[src/sv/morse_keying_sequencer_top_assert.svh]
// ----------------------------------------------------------------------------
// Assertion macros for the Morse keying sequencer
// Shared forms for the concurrent checks at the end of the top level.
// ----------------------------------------------------------------------------
`ifndef MORSE_KEYING_SEQUENCER_TOP_ASSERT_SVH
`define MORSE_KEYING_SEQUENCER_TOP_ASSERT_SVH

// The expression must hold at every clock edge outside reset.
`define MKS_ASSERT_ALWAYS(name, expr) \
   name: assert property (@(posedge clock) disable iff (reset) (expr)) \
      else $error("mks: invariant violated");

// When the condition holds, the consequence must hold in the same cycle.
`define MKS_ASSERT_IMPLIES(name, cond, conseq) \
   name: assert property (@(posedge clock) disable iff (reset) (cond) |-> (conseq)) \
      else $error("mks: implication violated");

`endif

[src/sv/mks_pkg.sv]
// ----------------------------------------------------------------------------
// Morse keying sequencer package
// Payload types, the queued descriptor and the Morse element tables.
// ----------------------------------------------------------------------------
package mks_pkg;

   localparam int unsigned QUEUE_DEPTH_DEFAULT = 2;

   localparam logic [6:0] CHAR_SPACE   = 7'h20;
   localparam logic [6:0] CHAR_DIGIT_0 = 7'h30;
   localparam logic [6:0] CHAR_DIGIT_9 = 7'h39;
   localparam logic [6:0] CHAR_UPPER_A = 7'h41;
   localparam logic [6:0] CHAR_UPPER_Z = 7'h5A;
   localparam logic [6:0] CHAR_LOWER_A = 7'h61;
   localparam logic [6:0] CHAR_LOWER_Z = 7'h7A;
   localparam logic [6:0] CASE_OFFSET  = 7'h20;

   localparam logic [2:0] DOT_UNITS        = 3'd1;
   localparam logic [2:0] DASH_UNITS       = 3'd3;
   localparam logic [2:0] ELEM_GAP_UNITS   = 3'd1;
   localparam logic [2:0] LETTER_GAP_UNITS = 3'd2;
   localparam logic [2:0] WORD_GAP_UNITS   = 3'd6;
   localparam logic [2:0] NO_UNITS         = 3'd0;

   typedef struct packed {
      logic [6:0] character;
      logic       next_is_space;
   } req_payload_type;

   typedef struct packed {
      logic       level;
      logic [2:0] units;
      logic       last;
      logic       invalid;
   } rsp_payload_type;

   typedef enum logic [1:0] {
      KIND_CODE,
      KIND_SPACE,
      KIND_INVALID
   } desc_kind_type;

   // Elements are stored first element in bit 0; a set bit is a dash.
   typedef struct packed {
      logic [2:0] len;
      logic [4:0] pattern;
   } morse_code_type;

   typedef struct packed {
      desc_kind_type  kind;
      morse_code_type code;
      logic           next_is_space;
   } desc_type;

   typedef enum logic [2:0] {
      SEQ_IDLE,
      SEQ_MARK,
      SEQ_GAP,
      SEQ_LETTER_GAP,
      SEQ_WORD_GAP,
      SEQ_INVALID
   } seq_state_type;

   function automatic morse_code_type letter_code(input logic [4:0] idx);
      morse_code_type c;
      unique case (idx)
         5'd0:    c = '{3'd2, 5'b00010};
         5'd1:    c = '{3'd4, 5'b00001};
         5'd2:    c = '{3'd4, 5'b00101};
         5'd3:    c = '{3'd3, 5'b00001};
         5'd4:    c = '{3'd1, 5'b00000};
         5'd5:    c = '{3'd4, 5'b00100};
         5'd6:    c = '{3'd3, 5'b00011};
         5'd7:    c = '{3'd4, 5'b00000};
         5'd8:    c = '{3'd2, 5'b00000};
         5'd9:    c = '{3'd4, 5'b01110};
         5'd10:   c = '{3'd3, 5'b00101};
         5'd11:   c = '{3'd4, 5'b00010};
         5'd12:   c = '{3'd2, 5'b00011};
         5'd13:   c = '{3'd2, 5'b00001};
         5'd14:   c = '{3'd3, 5'b00111};
         5'd15:   c = '{3'd4, 5'b00110};
         5'd16:   c = '{3'd4, 5'b01011};
         5'd17:   c = '{3'd3, 5'b00010};
         5'd18:   c = '{3'd3, 5'b00000};
         5'd19:   c = '{3'd1, 5'b00001};
         5'd20:   c = '{3'd3, 5'b00100};
         5'd21:   c = '{3'd4, 5'b01000};
         5'd22:   c = '{3'd3, 5'b00110};
         5'd23:   c = '{3'd4, 5'b01001};
         5'd24:   c = '{3'd4, 5'b01101};
         5'd25:   c = '{3'd4, 5'b00011};
         default: c = '{3'd1, 5'b00000};
      endcase
      return c;
   endfunction

   function automatic morse_code_type digit_code(input logic [3:0] idx);
      morse_code_type c;
      unique case (idx)
         4'd0:    c = '{3'd5, 5'b11111};
         4'd1:    c = '{3'd5, 5'b11110};
         4'd2:    c = '{3'd5, 5'b11100};
         4'd3:    c = '{3'd5, 5'b11000};
         4'd4:    c = '{3'd5, 5'b10000};
         4'd5:    c = '{3'd5, 5'b00000};
         4'd6:    c = '{3'd5, 5'b00001};
         4'd7:    c = '{3'd5, 5'b00011};
         4'd8:    c = '{3'd5, 5'b00111};
         4'd9:    c = '{3'd5, 5'b01111};
         default: c = '{3'd5, 5'b00000};
      endcase
      return c;
   endfunction

endpackage

[src/sv/mks_queue.sv]
// ----------------------------------------------------------------------------
// Morse keying descriptor queue
// Small register FIFO between the front end and the segment sequencer.
// ----------------------------------------------------------------------------
module mks_queue #(
   parameter int unsigned DEPTH = mks_pkg::QUEUE_DEPTH_DEFAULT
) (
   input  logic               clock,
   input  logic               reset,
   input  logic               push,
   input  mks_pkg::desc_type  push_desc,
   output logic               full,
   input  logic               pop,
   output logic               empty,
   output mks_pkg::desc_type  head
);
   import mks_pkg::*;

   localparam int unsigned PTR_W = (DEPTH > 1) ? $clog2(DEPTH) : 1;
   localparam int unsigned CNT_W = $clog2(DEPTH + 1);

   desc_type            entry_ff [DEPTH];
   logic [PTR_W-1:0]    wr_ptr_ff, wr_ptr_in;
   logic [PTR_W-1:0]    rd_ptr_ff, rd_ptr_in;
   logic [CNT_W-1:0]    count_ff, count_in;

   assign full  = (count_ff == CNT_W'(DEPTH));
   assign empty = (count_ff == '0);
   assign head  = entry_ff[rd_ptr_ff];

   always_comb begin
      wr_ptr_in = wr_ptr_ff;
      rd_ptr_in = rd_ptr_ff;
      count_in  = count_ff;
      if (push) begin
         wr_ptr_in = (wr_ptr_ff == PTR_W'(DEPTH - 1)) ? '0 : wr_ptr_ff + 1'b1;
      end
      if (pop) begin
         rd_ptr_in = (rd_ptr_ff == PTR_W'(DEPTH - 1)) ? '0 : rd_ptr_ff + 1'b1;
      end
      if (push && !pop) begin
         count_in = count_ff + 1'b1;
      end else if (pop && !push) begin
         count_in = count_ff - 1'b1;
      end
   end

   always_ff @(posedge clock) begin
      if (reset) begin
         wr_ptr_ff <= '0;
         rd_ptr_ff <= '0;
         count_ff  <= '0;
      end else begin
         wr_ptr_ff <= wr_ptr_in;
         rd_ptr_ff <= rd_ptr_in;
         count_ff  <= count_in;
      end
   end

   always_ff @(posedge clock) begin
      if (push) begin
         entry_ff[wr_ptr_ff] <= push_desc;
      end
   end

endmodule

[config.mk]
export PLATFORM = sky130hd
export DESIGN_NAME = mks_queue
export DESIGN_NICKNAME = d
export VERILOG_FILES = /design/src/sv/morse_keying_sequencer_top_assert.svh /design/src/sv/mks_pkg.sv /design/src/sv/mks_queue.sv
export SDC_FILE = /design/constraint.sdc
export NUM_CORES = 1
export LEC_CHECK = 0
export BUFFER_PORTS_ARGS = -buffer_cell sky130_fd_sc_hd__buf_2
export CAP_MARGIN = 20
export CORE_MARGIN = 5
export CORE_UTILIZATION = 45
export CTS_BUF_LIST = sky130_fd_sc_hd__clkbuf_4 sky130_fd_sc_hd__clkbuf_8
export DETAILED_ROUTE_END_ITERATION = 10
export PLACE_DENSITY_LB_ADDON = 0.08
export SLEW_MARGIN = 20
export SYNTH_ARGS = -nofsm -noshare
export SYNTH_HDL_FRONTEND = slang
export SYNTH_SLANG_ARGS = --single-unit
export TNS_END_PERCENT = 20
[constraint.sdc]
create_clock -name clock -period 1.4 [get_ports clock]
set_input_delay 0.28 -clock clock [delete_from_list [all_inputs] [get_ports clock]]
set_output_delay 0.28 -clock clock [all_outputs]
set_load 0.01 [all_outputs]
-- Word-level counts from Yosys, hierarchy flattened
Memory sizes are Yosys's and may differ from the RTL's. A register that Yosys moved wholly into a read port is not among the register bits.
Index checks and enable logic that the tools add are counted.
- flip-flop bits (word level): 4
- RAM bits: 22
- input port bits: 15
- output and inout port bits: 13
- logic and storage cells: 23
- memories: 1
- $add $sub $neg: 4
- equal/unequal tests: 1
- multiplexer cells: 8
- reductions and logical operators: 6
- memory list (name ; words ; bits a word ; rd ports ; clocked after memory_dff ; write ports ; line ; source):
    entry_ff ; 2 ; 11 ; 1 ; 1 ; 1 ; mks_queue.sv:22 ; desc_type entry_ff [DEPTH];
- operators with widths (kind ; count):
    2-to-1 mux 1 bit ; 6
    2-to-1 mux 2 bit ; 2
    adder 1 bit (second input constant) ; 2
    adder 2 x 1 -> 2 bit (second input constant) ; 1
    == test 2 bit (second input constant) ; 1
    logical AND 1 bit ; 2
    logical NOT 1 bit ; 2
    logical NOT 2 bit ; 1
    nonzero test 2 bit ; 1
    subtractor 2 x 1 -> 2 bit (second input constant) ; 1

-- Logic depth before layout (Yosys ltp)
- word-level depth: 4
- depth in mapped cells: 5
- depth with buffers taken out: 5

-- Least setup slack after synthesis
OpenSTA, ideal clock, no wires.
- path type: register to register
- start point: register wr_ptr_ff
- end point: memory entry_ff[0][0] (netlist name) (enable)
- setup time: 0.380 ns
- data arrival time: 0.845 ns
- required time: 1.020 ns
- path slack: 0.175 ns
- cell stages (with the launch flop): 2
- path buffers: 0
- period minus slack after synthesis: 1.225 ns
- path through: dfxtp_1 > nor2b_1
- RTL lines (element ; line ; source):
    from (decl) ; mks_queue.sv:23 ; logic [PTR_W-1:0] wr_ptr_ff, wr_ptr_in;
    from (signal assigned) ; mks_queue.sv:54 ; wr_ptr_ff <= wr_ptr_in;
    to (decl) ; mks_queue.sv:22 ;
Straight into the memory's write port.

==> impl_metrics.tcl <==
set metrics [dict create \
    status "finished with violations" \
    violations "setup timing" \
    area_growth_pct 35.38 \
    cap_viol_max_count 0 \
    fp.dieH_um 57.08 \
    row_count 17 \
    crit_path_frequent_cell "buf_6" \
    viasPerCell 4.521 \
    synth_top_family_by_area "multiplexers" \
    io_buffers 27 \
    muxShareOfSynthArea 0.1242 \
    clkTransAtPathRegs_ns 0.15 \
    synthCells 56 \
    synth_seq_area_share 0.7629 \
    htree_levels 1 \
    worstPathRequired_ns 1.12 \
    grt_pass1_vias 516 \
    switching_share 0.2337 \
    routabilityCongestion 0.6917 \
    synth-simple-area-share 0.04642 \
    layout.cells.non_filler 119 \
    start_kind "flop" \
    cp_max_fo 6 \
    switchingPower_mw 0.3726 \
    relSlewSlack 0.8773 \
    synth_compound_area_frac 0.01004 \
    worstSetupPathType "flop to output port" \
    syn-cell-area_um2 997.2 \
    syn-num-nets 72 \
    overflow 0 \
    multi_input_area_um2 269.0 \
    r2r_slack_ns 0.37 \
    final_cell_mix "22 x edfxtp_1, 16 x buf_2, 13 x buf_6" \
    die_w_um 57.08 \
    finalNetCount 108 \
    clock.fmax_ghz 0.6482 \
    cp.arrival_ns 1.26 \
    detailed_place_hpwl_um 1120 \
    p_int_mw 1.221 \
    hold_violations 0 \
    syn_avg_cell_area_um2 17.81 \
    ant_nets 0 \
    stdcell_area_um2 1350 \
    dieArea_um2 3258 \
    drtIter0Drc 6 \
    drt_pass1_iterations 2 \
    cts_setup_buffers 0 \
    ys_ff_latch 27 \
    post-route-min-period_ns 1.543 \
    grt_util_all_layers 0.09630 \
    synth_xor_area_frac 0.03513 \
    routedWlPerCell_um 13.10 \
    grt_first_pass_wirelength_um 2428 \
    final-seq-area_um2 763.2 \
    initial_core_util 0.4596 \
    cts_buffer_depth 2 \
    endpoint_kind "output port" \
    worstPathCellList "buf_6 -> mux2_4 -> buf_6" \
    clock_tree.root_cell "clkbuf_4" \
    clock_latency_ns 0.32 \
    cts_tree "yes" \
    whs_ns 0.1374 \
    setup_slack_ns -0.1427 \
    p_comb_frac 0.191 \
    final_util 0.6223 \
    yosysWarnings 0 \
    setup_viol 11 \
    drive_gt1_frac 0.5495 \
    max-vdd-ir-drop_mv 0.8594 \
    vias 538 \
    io_pins 28 \
    leakage_nw 0.5559 \
    critPathMaxStageDelay_ns 0.37 \
    grt_start_max_net_pins 17 \
    antenna_found_initial 0 \
    final_common_cell "edfxtp_1" \
    tightestPinTransition_ns 0.1828 \
    placed_cells 115 \
    min_period_over_period 1.102 \
    holdCritPathClass "primary input to flop" \
    pwr-share-seq 0.599 \
    fillers 195 \
    drv_slew 0 \
    core_area_um2 2170 \
    dpl_cell_area_um2 1200 \
    synth_fa_ha_area_frac 0.01255 \
    power.share.clock 0.210 \
    crit_slowest_cell "dfxtp_2" \
    cp_num_buf_inv 2 \
    cts_sinks 27 \
    antennaDiodeCount 0 \
    crit_family "flip-flops" \
    rsz0062_at_grt "true" \
    route.detailed.drc 0 \
    power_density_nw_per_um2 1181 \
    cts_buffers 3 \
    yosysUniqueCellTypes 15 \
    totalWireLength_um 1559 \
    skew_ns 0.004921 \
]
registers in the layout, indices dropped and copies added (netlist names), named ones only:
register and cells:
entry_ff 22, count_ff 2, rd_ptr_ff 1, wr_ptr_ff 1
layout make-up:
type / count / share of cell area
timing repair buffer: 32 / 0.1844
clock inverter: 1 / 0.005561
inverter: 1 / 0.002780
tap: 28 / 0.02595
clock buffer: 3 / 0.01668
sequential: 27 / 0.5653
multi-input combinational: 27 / 0.1993
layer usage:
metal | GRT usage | routed length [um]
met3 | 0.02715 | 112
met5 | 0 | 0
met1 | 0.1265 | 667
met2 | 0.1550 | 780
met4 | 0.02980 | 0
repair_timing:
item                                   4_1_cts  5_1_grt
setup endpoints to repair                   11       12
resized for setup                           25        1
hold buffers                                 0        0
endpoints found under the hold margin        0        0
cloned                                       0        0
metrics by stage:
| stage | worst slack [ns] | total power [mW] | TNS (ns) |
|---|---|---|---|
| after global routing | -0.1969 | 1.658 | -2.042 |
| after floorplan | 0.1754 | 1.095 | 0 |
| final | -0.1427 | 1.594 | -1.442 |
| after detailed placement | 0.06547 | 1.200 | 0 |
| after CTS | -0.1542 | 1.607 | -1.554 |
| after global placement | 0.1118 | 1.197 | 0 |
cell families (layout without fill, tap and decap cells):
| kind of cell | Yosys count | in the layout |
|---|---|---|
| simple gates | 9 | 9 |
| mux | 11 | 11 |
| compound gates | 2 | 2 |
| xor+xnor | 4 | 4 |
| buf+inv | 2 | 37 |
| fa+ha+maj | 1 | 1 |
| flops | 27 | 27 |
synthesized netlist by cell type:
library cell / number / area share
a21oi_1: 1 / 0.0050
buf_2: 1 / 0.0050
xor2_1: 2 / 0.018
inv_1: 1 / 0.0038
ha_1: 1 / 0.013
xnor2_1: 2 / 0.018
nor2_1: 5 / 0.019
and2_1: 1 / 0.0063
dfxtp_1: 5 / 0.10
mux2_2: 11 / 0.12
o21ai_0: 1 / 0.0050
or3_1: 1 / 0.0063
edfxtp_1: 22 / 0.66
nor2b_1: 1 / 0.0063
and2b_2: 1 / 0.0088
power by group through the flow:
stage               sequential [mW]  clock (mW)  combinational (mW)
floorplan                     0.964           0               0.132
global placement              0.966           0               0.231
detailed placement            0.969           0               0.231
CTS                           0.953       0.344               0.309
global route                  0.964       0.368               0.327
finish                        0.955       0.335               0.305
worst reg2reg max path, stage by stage (launching register included):
cell	delay [ns]
dfxtp_2	0.37
xor2_1	0.16
or3_1	0.31
a21oi_1	0.14
final timing paths:
path | start | to | cells after the start
max | flop | head[8] | 3
min | push_desc[4] | entry_ff[1][4] | 1
max reg2reg | count_ff[0] | count_ff[1] | 3
min reg2reg | count_ff[1] | count_ff[1] | 2
(Power assumes the default switching activity.)
