File: src/sv/morse_keying_sequencer_top_assert.svh
// ----------------------------------------------------------------------------
// Assertion macros for the Morse keying sequencer
// Shared forms for the concurrent checks at the end of the top level.
// ----------------------------------------------------------------------------
`ifndef MORSE_KEYING_SEQUENCER_TOP_ASSERT_SVH
`define MORSE_KEYING_SEQUENCER_TOP_ASSERT_SVH

// The expression must hold at every clock edge outside reset.
`define MKS_ASSERT_ALWAYS(name, expr) \
   name: assert property (@(posedge clock) disable iff (reset) (expr)) \
      else $error("mks: invariant violated");

// When the condition holds, the consequence must hold in the same cycle.
`define MKS_ASSERT_IMPLIES(name, cond, conseq) \
   name: assert property (@(posedge clock) disable iff (reset) (cond) |-> (conseq)) \
      else $error("mks: implication violated");

`endif

File: src/sv/mks_pkg.sv
// ----------------------------------------------------------------------------
// Morse keying sequencer package
// Payload types, the queued descriptor and the Morse element tables.
// ----------------------------------------------------------------------------
package mks_pkg;

   localparam int unsigned QUEUE_DEPTH_DEFAULT = 2;

   localparam logic [6:0] CHAR_SPACE   = 7'h20;
   localparam logic [6:0] CHAR_DIGIT_0 = 7'h30;
   localparam logic [6:0] CHAR_DIGIT_9 = 7'h39;
   localparam logic [6:0] CHAR_UPPER_A = 7'h41;
   localparam logic [6:0] CHAR_UPPER_Z = 7'h5A;
   localparam logic [6:0] CHAR_LOWER_A = 7'h61;
   localparam logic [6:0] CHAR_LOWER_Z = 7'h7A;
   localparam logic [6:0] CASE_OFFSET  = 7'h20;

   localparam logic [2:0] DOT_UNITS        = 3'd1;
   localparam logic [2:0] DASH_UNITS       = 3'd3;
   localparam logic [2:0] ELEM_GAP_UNITS   = 3'd1;
   localparam logic [2:0] LETTER_GAP_UNITS = 3'd2;
   localparam logic [2:0] WORD_GAP_UNITS   = 3'd6;
   localparam logic [2:0] NO_UNITS         = 3'd0;

   typedef struct packed {
      logic [6:0] character;
      logic       next_is_space;
   } req_payload_type;

   typedef struct packed {
      logic       level;
      logic [2:0] units;
      logic       last;
      logic       invalid;
   } rsp_payload_type;

   typedef enum logic [1:0] {
      KIND_CODE,
      KIND_SPACE,
      KIND_INVALID
   } desc_kind_type;

   // Elements are stored first element in bit 0; a set bit is a dash.
   typedef struct packed {
      logic [2:0] len;
      logic [4:0] pattern;
   } morse_code_type;

   typedef struct packed {
      desc_kind_type  kind;
      morse_code_type code;
      logic           next_is_space;
   } desc_type;

   typedef enum logic [2:0] {
      SEQ_IDLE,
      SEQ_MARK,
      SEQ_GAP,
      SEQ_LETTER_GAP,
      SEQ_WORD_GAP,
      SEQ_INVALID
   } seq_state_type;

   function automatic morse_code_type letter_code(input logic [4:0] idx);
      morse_code_type c;
      unique case (idx)
         5'd0:    c = '{3'd2, 5'b00010};
         5'd1:    c = '{3'd4, 5'b00001};
         5'd2:    c = '{3'd4, 5'b00101};
         5'd3:    c = '{3'd3, 5'b00001};
         5'd4:    c = '{3'd1, 5'b00000};
         5'd5:    c = '{3'd4, 5'b00100};
         5'd6:    c = '{3'd3, 5'b00011};
         5'd7:    c = '{3'd4, 5'b00000};
         5'd8:    c = '{3'd2, 5'b00000};
         5'd9:    c = '{3'd4, 5'b01110};
         5'd10:   c = '{3'd3, 5'b00101};
         5'd11:   c = '{3'd4, 5'b00010};
         5'd12:   c = '{3'd2, 5'b00011};
         5'd13:   c = '{3'd2, 5'b00001};
         5'd14:   c = '{3'd3, 5'b00111};
         5'd15:   c = '{3'd4, 5'b00110};
         5'd16:   c = '{3'd4, 5'b01011};
         5'd17:   c = '{3'd3, 5'b00010};
         5'd18:   c = '{3'd3, 5'b00000};
         5'd19:   c = '{3'd1, 5'b00001};
         5'd20:   c = '{3'd3, 5'b00100};
         5'd21:   c = '{3'd4, 5'b01000};
         5'd22:   c = '{3'd3, 5'b00110};
         5'd23:   c = '{3'd4, 5'b01001};
         5'd24:   c = '{3'd4, 5'b01101};
         5'd25:   c = '{3'd4, 5'b00011};
         default: c = '{3'd1, 5'b00000};
      endcase
      return c;
   endfunction

   function automatic morse_code_type digit_code(input logic [3:0] idx);
      morse_code_type c;
      unique case (idx)
         4'd0:    c = '{3'd5, 5'b11111};
         4'd1:    c = '{3'd5, 5'b11110};
         4'd2:    c = '{3'd5, 5'b11100};
         4'd3:    c = '{3'd5, 5'b11000};
         4'd4:    c = '{3'd5, 5'b10000};
         4'd5:    c = '{3'd5, 5'b00000};
         4'd6:    c = '{3'd5, 5'b00001};
         4'd7:    c = '{3'd5, 5'b00011};
         4'd8:    c = '{3'd5, 5'b00111};
         4'd9:    c = '{3'd5, 5'b01111};
         default: c = '{3'd5, 5'b00000};
      endcase
      return c;
   endfunction

endpackage

File: src/sv/mks_chan_if.sv
// ----------------------------------------------------------------------------
// Valid/ready channel
// One word moves at a clock edge where valid and ready are both high.
// ----------------------------------------------------------------------------
interface mks_chan_if #(
   parameter type payload_type = logic
);
   logic        valid;
   logic        ready;
   payload_type payload;

   modport source (output valid, output payload, input ready);
   modport sink   (input valid, input payload, output ready);
endinterface

File: src/sv/mks_back.sv
// ----------------------------------------------------------------------------
// Morse keying segment sequencer
// Walks one descriptor element by element and issues one segment per cycle while the output is not stalled.
// ----------------------------------------------------------------------------
module mks_back (
   input  logic               clock,
   input  logic               reset,
   input  logic               q_empty,
   input  mks_pkg::desc_type  q_head,
   output logic               q_pop,
   mks_chan_if.source         rsp
);
   import mks_pkg::*;

   seq_state_type   state_ff, state_in;
   logic [4:0]      pattern_ff, pattern_in;
   logic [2:0]      remain_ff, remain_in;
   logic            nsp_ff, nsp_in;
   logic            rsp_valid_ff, rsp_valid_in;
   rsp_payload_type rsp_data_ff, rsp_data_in;
   rsp_payload_type seg;
   seq_state_type   start_state;
   logic            advance;
   logic            seg_last;

   // The output register is free when empty or being drained this cycle.
   assign advance = !rsp_valid_ff || rsp.ready;

   always_comb begin
      unique case (q_head.kind)
         KIND_CODE:    start_state = SEQ_MARK;
         KIND_SPACE:   start_state = SEQ_WORD_GAP;
         KIND_INVALID: start_state = SEQ_INVALID;
         default:      start_state = SEQ_INVALID;
      endcase
   end

   // Segment for the current state.
   always_comb begin
      seg = '{1'b0, NO_UNITS, 1'b1, 1'b0};
      unique case (state_ff)
         SEQ_IDLE:       seg = '{1'b0, NO_UNITS, 1'b0, 1'b0};
         SEQ_MARK:       seg = '{1'b1, pattern_ff[0] ? DASH_UNITS : DOT_UNITS, 1'b0, 1'b0};
         SEQ_GAP:        seg = '{1'b0, ELEM_GAP_UNITS, (remain_ff == 3'd1) && nsp_ff, 1'b0};
         SEQ_LETTER_GAP: seg = '{1'b0, LETTER_GAP_UNITS, 1'b1, 1'b0};
         SEQ_WORD_GAP:   seg = '{1'b0, WORD_GAP_UNITS, 1'b1, 1'b0};
         SEQ_INVALID:    seg = '{1'b0, NO_UNITS, 1'b1, 1'b1};
         default:        seg = '{1'b0, NO_UNITS, 1'b1, 1'b1};
      endcase
      seg_last = seg.last;
   end

   // Next state; the next descriptor is taken while the last segment goes out.
   always_comb begin
      state_in   = state_ff;
      pattern_in = pattern_ff;
      remain_in  = remain_ff;
      nsp_in     = nsp_ff;
      q_pop      = 1'b0;
      if (advance) begin
         if (state_ff == SEQ_IDLE || seg_last) begin
            if (!q_empty) begin
               q_pop      = 1'b1;
               state_in   = start_state;
               pattern_in = q_head.code.pattern;
               remain_in  = q_head.code.len;
               nsp_in     = q_head.next_is_space;
            end else begin
               state_in = SEQ_IDLE;
            end
         end else begin
            unique case (state_ff)
               SEQ_MARK: state_in = SEQ_GAP;
               SEQ_GAP: begin
                  if (remain_ff != 3'd1) begin
                     state_in   = SEQ_MARK;
                     pattern_in = {1'b0, pattern_ff[4:1]};
                     remain_in  = remain_ff - 3'd1;
                  end else begin
                     state_in = SEQ_LETTER_GAP;
                  end
               end
               default: state_in = SEQ_IDLE;
            endcase
         end
      end
   end

   always_comb begin
      rsp_valid_in = rsp_valid_ff;
      rsp_data_in  = rsp_data_ff;
      if (advance) begin
         rsp_valid_in = (state_ff != SEQ_IDLE);
         rsp_data_in  = seg;
      end
   end

   always_ff @(posedge clock) begin
      if (reset) begin
         state_ff     <= SEQ_IDLE;
         rsp_valid_ff <= 1'b0;
      end else begin
         state_ff     <= state_in;
         rsp_valid_ff <= rsp_valid_in;
      end
   end

   always_ff @(posedge clock) begin
      pattern_ff  <= pattern_in;
      remain_ff   <= remain_in;
      nsp_ff      <= nsp_in;
      rsp_data_ff <= rsp_data_in;
   end

   assign rsp.valid   = rsp_valid_ff;
   assign rsp.payload = rsp_data_ff;

endmodule

File: src/flat_wrapper.sv
// flat-port wrapper written by rule: the top's interface ports become plain ports
module mks_back_flat import mks_pkg::*;
  (clock, reset, q_empty, q_head, q_pop, rsp_valid, rsp_payload, rsp_ready);
  mks_chan_if rsp_i ();
  input  logic clock;
  input  logic reset;
  input  logic q_empty;
  input  mks_pkg::desc_type q_head;
  output logic q_pop;
  output wire logic [$bits(rsp_i.valid)-1:0] rsp_valid;
  output wire logic [$bits(rsp_i.payload)-1:0] rsp_payload;
  input wire logic [$bits(rsp_i.ready)-1:0] rsp_ready;
  assign rsp_valid = rsp_i.valid;
  assign rsp_payload = rsp_i.payload;
  assign rsp_i.ready = rsp_ready;
  mks_back u_core (.clock(clock), .reset(reset), .q_empty(q_empty), .q_head(q_head), .q_pop(q_pop), .rsp(rsp_i));
endmodule
File: config.mk
export PLATFORM = sky130hd
export DESIGN_NAME = mks_back_flat
export DESIGN_NICKNAME = d
export VERILOG_FILES = /design/src/sv/morse_keying_sequencer_top_assert.svh /design/src/sv/mks_pkg.sv /design/src/sv/mks_chan_if.sv /design/src/sv/mks_back.sv /design/src/flat_wrapper.sv
export SDC_FILE = /design/constraint.sdc
export NUM_CORES = 1
export LEC_CHECK = 0
export ABC_AREA = 1
export BUFFER_PORTS_ARGS = -buffer_cell sky130_fd_sc_hd__buf_2
export CAP_MARGIN = 20
export CORE_AREA = 5 5 42 44
export DETAILED_ROUTE_END_ITERATION = 6
export DIE_AREA = 0 0 47 49
export PLACE_DENSITY = 0.65
export SYNTH_ARGS = -nofsm -noshare
export SYNTH_HDL_FRONTEND = slang
export SYNTH_SLANG_ARGS = --single-unit
File: constraint.sdc
create_clock -name clock -period 1.69 [get_ports clock]
set_input_delay 0.169 -clock clock [delete_from_list [all_inputs] [get_ports clock]]
set_output_delay 0.169 -clock clock [all_outputs]
set_load 0.05 [all_outputs]
# Word level (Yosys, flattened, before mapping)
# Cells that the tools add are included.
[classes]
add_sub_neg = 1
mul = 0
n_div = 0
n_lt_le_gt_ge = 0
eq_ne = 8
shift = 0
n_mux = 13
bitwise_logic = 1
reduce_logical = 11
[op_table]
columns = ["operator", "n"]
rows = [
  ["two-way mux 3 bit", 6],
  ["case mux 3 bit (2 select lines)", 2],
  ["case mux 2 bit (5 select lines)", 1],
  ["== test 3 x 1 -> 1 bit, second input constant", 2],
  ["== test 3 x 2 -> 1 bit, second input constant", 2],
  ["AND reduction 4 bit", 1],
  ["nonzero test 2 bit", 2],
  ["== test 3 bit, second input constant", 1],
  ["logical NOT 3 bit", 1],
  ["two-way mux 1 bit", 3],
  ["inequality test 3 x 1 -> 1 bit, second input constant", 1],
  ["AND reduction 3 bit", 1],
  ["nonzero test 3 bit", 1],
  ["subtractor 3 x 1 -> 3 bit, second input constant", 1],
  ["== test 2 x 1 -> 1 bit, second input constant", 1],
  ["logical NOT 2 bit", 1],
  ["logical OR 1 bit", 2],
  ["two-way mux 2 bit", 1],
  ["inequality test 2 bit, second input constant", 1],
  ["logical AND 1 bit", 1],
  ["logical NOT 1 bit", 1],
  ["NOT 1 bit", 1],
]
[word_totals]
ff_bits = 9
latchBits = 0
ramBits = 0
rom_bits = 0
inputBits = 15
output_inout_bits = 3
elab_cells = 39
memories = 0

# Longest topological paths before layout
# Gate-level depths: netlist (run 1).
[depth]
ltp_word = 6
ltp_mapped = 8
ltp_nobuf = 8

# Worst setup path before layout (run 1)
# Ideal clock, no wire load.
[synth_timing]
kind = "reg-to-reg"
start = "reg u_core.remain_ff[1]"
end = "reg u_core.nsp_ff (enable)"
setup_ps = 388
arrival_ps = 1658
required_time_ps = 1302
setup_slack_ps = -356
path_stages_with_launch = 9
synth_period_minus_slack_ps = 2046
cell_sequence = "edfxtp_1 -> inv_1 -> ha_1 -> nand2_1 -> nor2_2 -> nand2_2 -> nand2_4 -> nand2_2 -> nor2_1"
[synth_between]
elab_chain_cells = 5
[synth_rtl]
columns = ["item", "line", "text"]
rows = [
  ["from (decl)", "mks_back.sv:17", "logic [2:0] remain_ff, remain_in;"],
  ["from (signal assigned)", "mks_back.sv:110", "remain_ff <= remain_in;"],
  ["== test 3 x 1 -> 1 bit", "mks_back.sv:44", "SEQ_GAP: seg = '{1'b0, ELEM_GAP_UNITS, (remain_ff == 3'd1) && nsp_ff, 1'b0};"],
  ["logical AND 1 bit", "mks_back.sv:44", ""],
  ["case mux 2 bit (5 select lines)", "mks_back.sv:41", "unique case (state_ff)"],
  ["logical OR 1 bit", "mks_back.sv:61", "if (state_ff == SEQ_IDLE || seg_last) begin"],
  ["AND reduction 3 bit (no source line)", "--", ""],
  ["to (signal assigned)", "mks_back.sv:111", "nsp_ff <= nsp_in;"],
  ["to (decl)", "mks_back.sv:18", "logic nsp_ff, nsp_in;"],
]
# No other way between the ends.
# A chain may end at the register's enable or synchronous reset.

# Worst setup path in the final report (run 1)
[layout_timing]
start = "reg u_core.remain_ff[1]"
end = "out q_pop"
[layout_between]
elab_chain_cells = 6
[layout_rtl]
columns = ["item", "line", "text"]
rows = [
  ["== test 3 x 1 -> 1 bit", "mks_back.sv:44", ""],
  ["logical AND 1 bit", "mks_back.sv:44", ""],
  ["case mux 2 bit (5 select lines)", "mks_back.sv:41", ""],
  ["logical OR 1 bit", "mks_back.sv:61", ""],
  ["two-way mux 1 bit", "mks_back.sv:61", ""],
  ["two-way mux 1 bit", "mks_back.sv:60", "if (advance) begin"],
  ["to (decl)", "flat_wrapper.sv:9", "output logic q_pop;"],
]
# No other way between the ends.

==> impl_metrics.yaml, run 1 <==
clocking:
  clk_latency_ns: 0.26
  clk_pin_slew_worst_paths_ns: 0.06
  numCtsBuffers: 3
  clkSinkCount: 9
  ctsRootBufferMaster: "clkbuf_4"
  cts_tree: "yes"
  cts_max_level: 1
  ctsHoldBuffers: 0
  cts_buffer_depth: 2
hold_path:
  holdPathEnd: "u_core.state_ff[2]"
  hp-class: "input port to flip-flop"
  min_from: "reset"
  worstHoldPathCells: 2
synthesis:
  synth.largest_area_cell: "edfxtp_1"
  synthTopCellsByArea: "edfxtp_1 29%, dfxtp_1 15%, inv_1 7.9%"
  post_synth_num_cell_types: 17
  synth_common_cells: "11 x inv_1, 10 x nand2_1, 8 x nor2_1"
  synthArstFlopShare: 0
  yosys_warnings: 0
  syn_nets: 81
  synthesis.instances: 64
  dominantRegCellSynth: "edfxtp_1"
  syn_area_per_cell_um2: 8.172
  synth-edff-count: 5
  yosys.cell_count.top_type: "inv_1"
  yosysSeqAreaShare: 0.4402
  synth-seq-cells: 9
  netlist_area_um2: 523.0
  netlist.area_leader.share: 0.2871
placement:
  globalplace.congestion: 0.7133
  dp_hpwl_um: 731.3
  dpl_worst_slack_ns: 0.1609
  io_buffers: 12
setup_path:
  r2r_setup_slack_ns: 0.07
  path_cells: "inv_2 -> ha_4 -> nand2_4 -> nor2_4 -> nand2_2 -> nand2_4 -> nand2_4 -> nor2_4 -> buf_8"
  cp.arrival_ns: 1.49
  worstRegToRegCells: 9
  timing.rr.start: "u_core.remain_ff[1]"
  critPathMaxFanout: 3
  worstReg2RegEnd: "u_core.remain_ff[1]"
  required_ns: 1.52
  critPathBufInv: 2
  crit_type: "flip-flop to output port"
  path_delay_family: "simple AND/OR/NAND/NOR gates"
  cp-start-kind: "flip-flop"
  path_common_cell: "nand2_4"
  crit_slowest_cell: "edfxtp_1"
  critPathMaxStageDelay_ns: 0.38
  cp-end-kind: "output port"
sta:
  finalHoldViolations: 0
  fin_ws_ns: 0.02728
  setup_violations: 0
  max_slew_margin: 0.8503
  tightest_slew_ns: 0.2223
  fin_skew_ns: 0.003777
  rsz0062_at_grt: "true"
  timing.final.crit_period_ns: 1.663
  period_share: 0.9839
  maxSlewViolCount: 0
  setup_tns_ns: 0
  fmax_ghz: 0.6014
  whs_ns: 0.07003
route:
  wl_per_cell_um: 10.51
  drt-total-wl_um: 1114
  viasPerCell: 4.500
  first_iter_violations: 4
  drc: 0
  vias: 477
  ant_nets: 0
  dr.pass1.iters: 4
finish:
  n_antenna_cell: 0
  fin_nets: 108
  syn2layout_area_growth_pct: 43.78
  final_util: 0.5366
  drive_above_1_share: 0.4667
  n_fill_cell: 137
global_route:
  grt-ovfl-total: 0
  grt_use_total: 0.1127
  grt_max_degree: 9
  grt_pass1_wl_um: 1856
  grt_pass1_vias: 477
  grt_antenna_before_repair: 0
pwr:
  p_int_uw: 515.3
  pwr-share-clk: 0.210
  switchingPower_uw: 302.4
  leakage_nw: 0.3616
  ir_worst_vdd_mv: 0.6519
  powerDensity_nw_per_um2: 1088
  combPwrFrac: 0.414
  seqPwrFrac: 0.376
  swShare: 0.3698
floorplan:
  core-area_um2: 1401
  boundaryPins: 18
  num_rows: 14
  die_h_um: 49
  start_util: 0.3732
  die-width_um: 47
  dieArea_um2: 2303
outcome:
  status: "finished, final reports clean"
flow_run:
  maxCapViolCount: 0
-- power groups by stage --
stage | clock network, mW | logic, mW | registers [mW]
final | 0.172 | 0.339 | 0.307
after global routing | 0.189 | 0.371 | 0.312
after CTS | 0.172 | 0.311 | 0.306
after detailed placement | 0 | 0.256 | 0.306
after global placement | 0 | 0.252 | 0.306
after floorplan | 0 | 0.168 | 0.331
-- state kept, by name, summed over array words and instances (netlist names) --
| register | flops |
|---|---|
| u_core.remain_ff | 3 |
| u_core.state_ff | 3 |
| u_core.rsp.valid | 1 |
| u_core.rsp.payload | 1 |
| u_core.nsp_ff | 1 |
-- how the worst max path moves through the flow --
| stage | slack (ns) | start | cells past startpoint | end |
|---|---|---|---|---|
| 2_1_floorplan | 0.08 | u_core.remain_ff[1] | 8 | u_core.nsp_ff |
| 3_3_place_gp | 0.19 | u_core.remain_ff[1] | 8 | u_core.remain_ff[1] |
| 3_5_place_dp | 0.16 | u_core.remain_ff[1] | 8 | u_core.remain_ff[1] |
| 4_1_cts | 0.01 | u_core.remain_ff[1] | 9 | q_pop |
| 5_1_grt | -0.07 | u_core.remain_ff[1] | 9 | q_pop |
| 6_report | 0.03 | u_core.remain_ff[1] | 9 | q_pop |
-- stage by stage --
| step | std cells | total power, mW | area, um2 |
|---|---|---|---|
| 2_1_floorplan | 64 | 0.4994 | 530.5 |
| 3_3_place_gp | 93 | 0.5580 | 618.1 |
| 3_5_place_dp | 93 | 0.5627 | 618.1 |
| 4_1_cts | 103 | 0.7887 | 725.7 |
| 5_1_grt | 106 | 0.8715 | 752.0 |
| 6_report | 106 | 0.8178 | 752.0 |
-- per-layer routing --
layer | global-route usage | up-vias | wire, um
li1 | - | 253 | -
met1 | 0.1300 | 208 | 479
met2 | 0.1674 | 12 | 571
met3 | 0.02214 | 4 | 33
met4 | 0.09677 | 0 | 29
met5 | 0 | - | 0
-- area by class of cell --
class	count	area, um2	share of cell area
tap	16	20.02	0.02662
multi-input combinational	43	285.3	0.3794
sequential	9	230.2	0.3062
inverter	12	45.04	0.05990
clock buffer	4	26.28	0.03494
timing repair buffer	22	145.1	0.1930
-- what timing repair did --
item,4_1_cts,5_1_grt
pin swaps,3,5
resized for setup,9,1
buffers inserted,6,3
setup endpoints to repair,1,1
-- placed cells by master (no fill, tap or decap), types with 2 or more instances in the layout --
cell	netlist	final
o21ai_0	7	7
dfxtp_1	4	4
nand2_1	10	9
nand2_4	1	3
inv_2	1	2
buf_2	0	11
inv_1	11	10
edfxtp_1	5	5
clkbuf_4	0	3
buf_4	0	10
a21oi_1	2	2
nor2_4	1	3
a21oi_2	3	3
nand2_2	4	3
nor2_1	8	7
-- worst register-to-register path: cells and delay by family, from the launching register on --
| family | cells | cell delay [ns] |
|---|---|---|
| flip-flops | 1 | 0.38 |
| AND/OR/NAND/NOR | 5 | 0.37 |
| buffers and inverters | 2 | 0.22 |
| AO/OA/AOI/OAI | 1 | 0.21 |
| adder cells (fa/ha/maj) | 1 | 0.13 |
-- cells by family (layout without fill, tap and decap cells) --
| family | Yosys count | in the layout | share of synthesized area |
|---|---|---|---|
| AO/OA/AOI/OAI | 12 | 12 | 0.1364 |
| buffers and inverters | 12 | 38 | 0.08612 |
| adder cells (fa/ha/maj) | 2 | 2 | 0.04784 |
| AND/OR/NAND/NOR | 28 | 28 | 0.2727 |
| XOR/XNOR | 1 | 1 | 0.01675 |
| flip-flops | 9 | 9 | 0.4402 |
Note: power is estimated with default switching activity, not from simulation.
==> run 2: changes to the inputs <==
Settings changed: CTS_BUF_LIST set to sky130_fd_sc_hd__clkbuf_8, PLACE_DENSITY 0.65 to unset, PLACE_DENSITY_LB_ADDON set to 0.12.
==> run 2 against run 1 <==
Routed wire length is 2.2% lower. Global-route usage is 1.2 points lower. Flip-flop and latch count unchanged. Non-clock buffer count shrank 6. Critical path type unchanged. Worst setup slack got worse by 0.0016 ns. Sequential share of layout area grew 1.1 points. Core utilization fell by 1.9 points. Clock power increased by 47%. Register-to-register slack better by 0.11 ns. Total power is 7.0% higher. Critical path depth is the same.
==> impl_metrics.yaml, run 2 (synthesized netlist as in run 1, its figures left out) <==
outcome:
  status: "finished, final reports clean"
floorplan:
  start_util: 0.3732
  die_h_um: 49
  boundaryPins: 18
  core-area_um2: 1401
  num_rows: 14
  die-width_um: 47
  dieArea_um2: 2303
setup_path:
  cp-start-kind: "flip-flop"
  critPathMaxStageDelay_ns: 0.38
  critPathMaxFanout: 2
  r2r_setup_slack_ns: 0.18
  timing.rr.start: "u_core.remain_ff[1]"
  required_ns: 1.52
  worstReg2RegEnd: "u_core.remain_ff[1]"
  cp.arrival_ns: 1.50
  path_delay_family: "simple AND/OR/NAND/NOR gates"
  critPathBufInv: 2
  crit_slowest_cell: "edfxtp_1"
  path_cells: "inv_2 -> ha_4 -> nand2_4 -> nor2_4 -> nand2_2 -> nand2_4 -> nand2_4 -> nor2_4 -> buf_8"
  cp-end-kind: "output port"
  worstRegToRegCells: 8
  crit_type: "flip-flop to output port"
  path_common_cell: "nand2_4"
pwr:
  ir_worst_vdd_mv: 0.4656
  pwr-share-clk: 0.288
  powerDensity_nw_per_um2: 1206
  combPwrFrac: 0.360
  p_int_uw: 563.8
  leakage_nw: 0.3424
  swShare: 0.3559
  seqPwrFrac: 0.352
  switchingPower_uw: 311.5
placement:
  globalplace.congestion: 0.6986
  io_buffers: 12
  dp_hpwl_um: 758.1
  place_inst: 93
global_route:
  grt_pass1_wl_um: 1690
  grt_pass1_vias: 410
  grt_max_degree: 9
  grt_antenna_before_repair: 0
  grt_use_total: 0.1011
  grt-ovfl-total: 0
sta:
  timing.final.crit_period_ns: 1.664
  fmax_ghz: 0.6009
  max_slew_margin: 0.8356
  rsz0062_at_grt: "true"
  maxSlewViolCount: 0
  setup_violations: 0
  whs_ns: 0.09877
  setup_tns_ns: 0
  period_share: 0.9848
  fin_skew_ns: 0.002158
  finalHoldViolations: 0
  tightest_slew_ns: 0.2483
finish:
  fin_nets: 102
  mostFrequentLayoutCells: "11 x inv_1, 11 x buf_2, 9 x nand2_1"
  seq_area_um2: 230.2
  final_cells: 100
  n_fill_cell: 145
  final_util: 0.5179
  syn2layout_area_growth_pct: 38.76
  top_regs: "u_core.remain_ff (3), u_core.state_ff (3)"
  n_antenna_cell: 0
  multi_input_area_um2: 285.3
  drive_above_1_share: 0.4286
clocking:
  cts_buffer_depth: 2
  ctsHoldBuffers: 0
  numCtsBuffers: 3
  cts_max_level: 1
  cts_tree: "yes"
  clk_pin_slew_worst_paths_ns: 0.05
  clkSinkCount: 9
  ctsRootBufferMaster: "clkbuf_8"
  clk_latency_ns: 0.24
route:
  viasPerCell: 4.570
  vias: 457
  dr.pass1.iters: 4
  drc: 0
  first_iter_violations: 6
  drt-total-wl_um: 1090
  ant_nets: 0
  wl_per_cell_um: 10.90
flow_run:
  maxCapViolCount: 0
hold_path:
  holdPathEnd: "u_core.state_ff[2]"
  min_from: "reset"
  worstHoldPathCells: 2
  hp-class: "input port to flip-flop"
run 2: area by class of cell:
class | instances | share of cell area
clock buffers | 3 | 0.05690
clock inverters | 1 | 0.005172
inverters | 12 | 0.06207
flip-flops and latches | 9 | 0.3172
well taps | 16 | 0.02759
multi-input cells | 43 | 0.3931
repair buffers | 16 | 0.1379
run 2: worst max-delay path by stage:
stage,depth (start not counted),endpoint,from,slack [ns]
2_1_floorplan,8,u_core.nsp_ff,u_core.remain_ff[1],0.08
3_3_place_gp,8,u_core.remain_ff[1],u_core.remain_ff[1],0.15
3_5_place_dp,8,u_core.remain_ff[1],u_core.remain_ff[1],0.13
4_1_cts,9,q_pop,u_core.remain_ff[1],0.01
5_1_grt,9,q_pop,u_core.remain_ff[1],-0.07
6_report,9,q_pop,u_core.remain_ff[1],0.03
run 2: through the flow:
stage,total power [mW],cell area (um2),setup WS (ns)
global route,0.9319,725.7,-0.07471
floorplan,0.4994,530.5,0.08111
detailed placement,0.5650,618.1,0.1308
CTS,0.8314,676.9,0.01039
finish,0.8753,725.7,0.02569
global placement,0.5609,618.1,0.1452
run 2: routing by layer:
metal	GRT usage	routed length (um)	vias up
met5	0	0	-
met2	0.1357	519	12
met1	0.1448	484	200
li1	-	-	243
met4	0.04147	16	0
met3	0.03321	69	2
run 2: timing repair:
action / in CTS / in global routing
buffers inserted: 0 / 3
pin swaps: 1 / 4
gates resized for setup: 5 / 5
setup endpoints to repair: 1 / 1
run 2: power by group through the flow:
stage | clock network (mW) | logic (mW) | registers, mW
finish | 0.252 | 0.315 | 0.308
global route | 0.270 | 0.348 | 0.314
CTS | 0.254 | 0.273 | 0.305
detailed placement | 0 | 0.258 | 0.307
global placement | 0 | 0.254 | 0.307
floorplan | 0 | 0.168 | 0.331
run 2: worst register-to-register path, delay by kind of cell (launching register included):
kind	cells	cell delay [ns]
adder cells (fa/ha/maj)	1	0.13
AND/OR/NAND/NOR	5	0.37
AO/OA/AOI/OAI	1	0.22
flip-flops	1	0.38
buffers and inverters	1	0.09
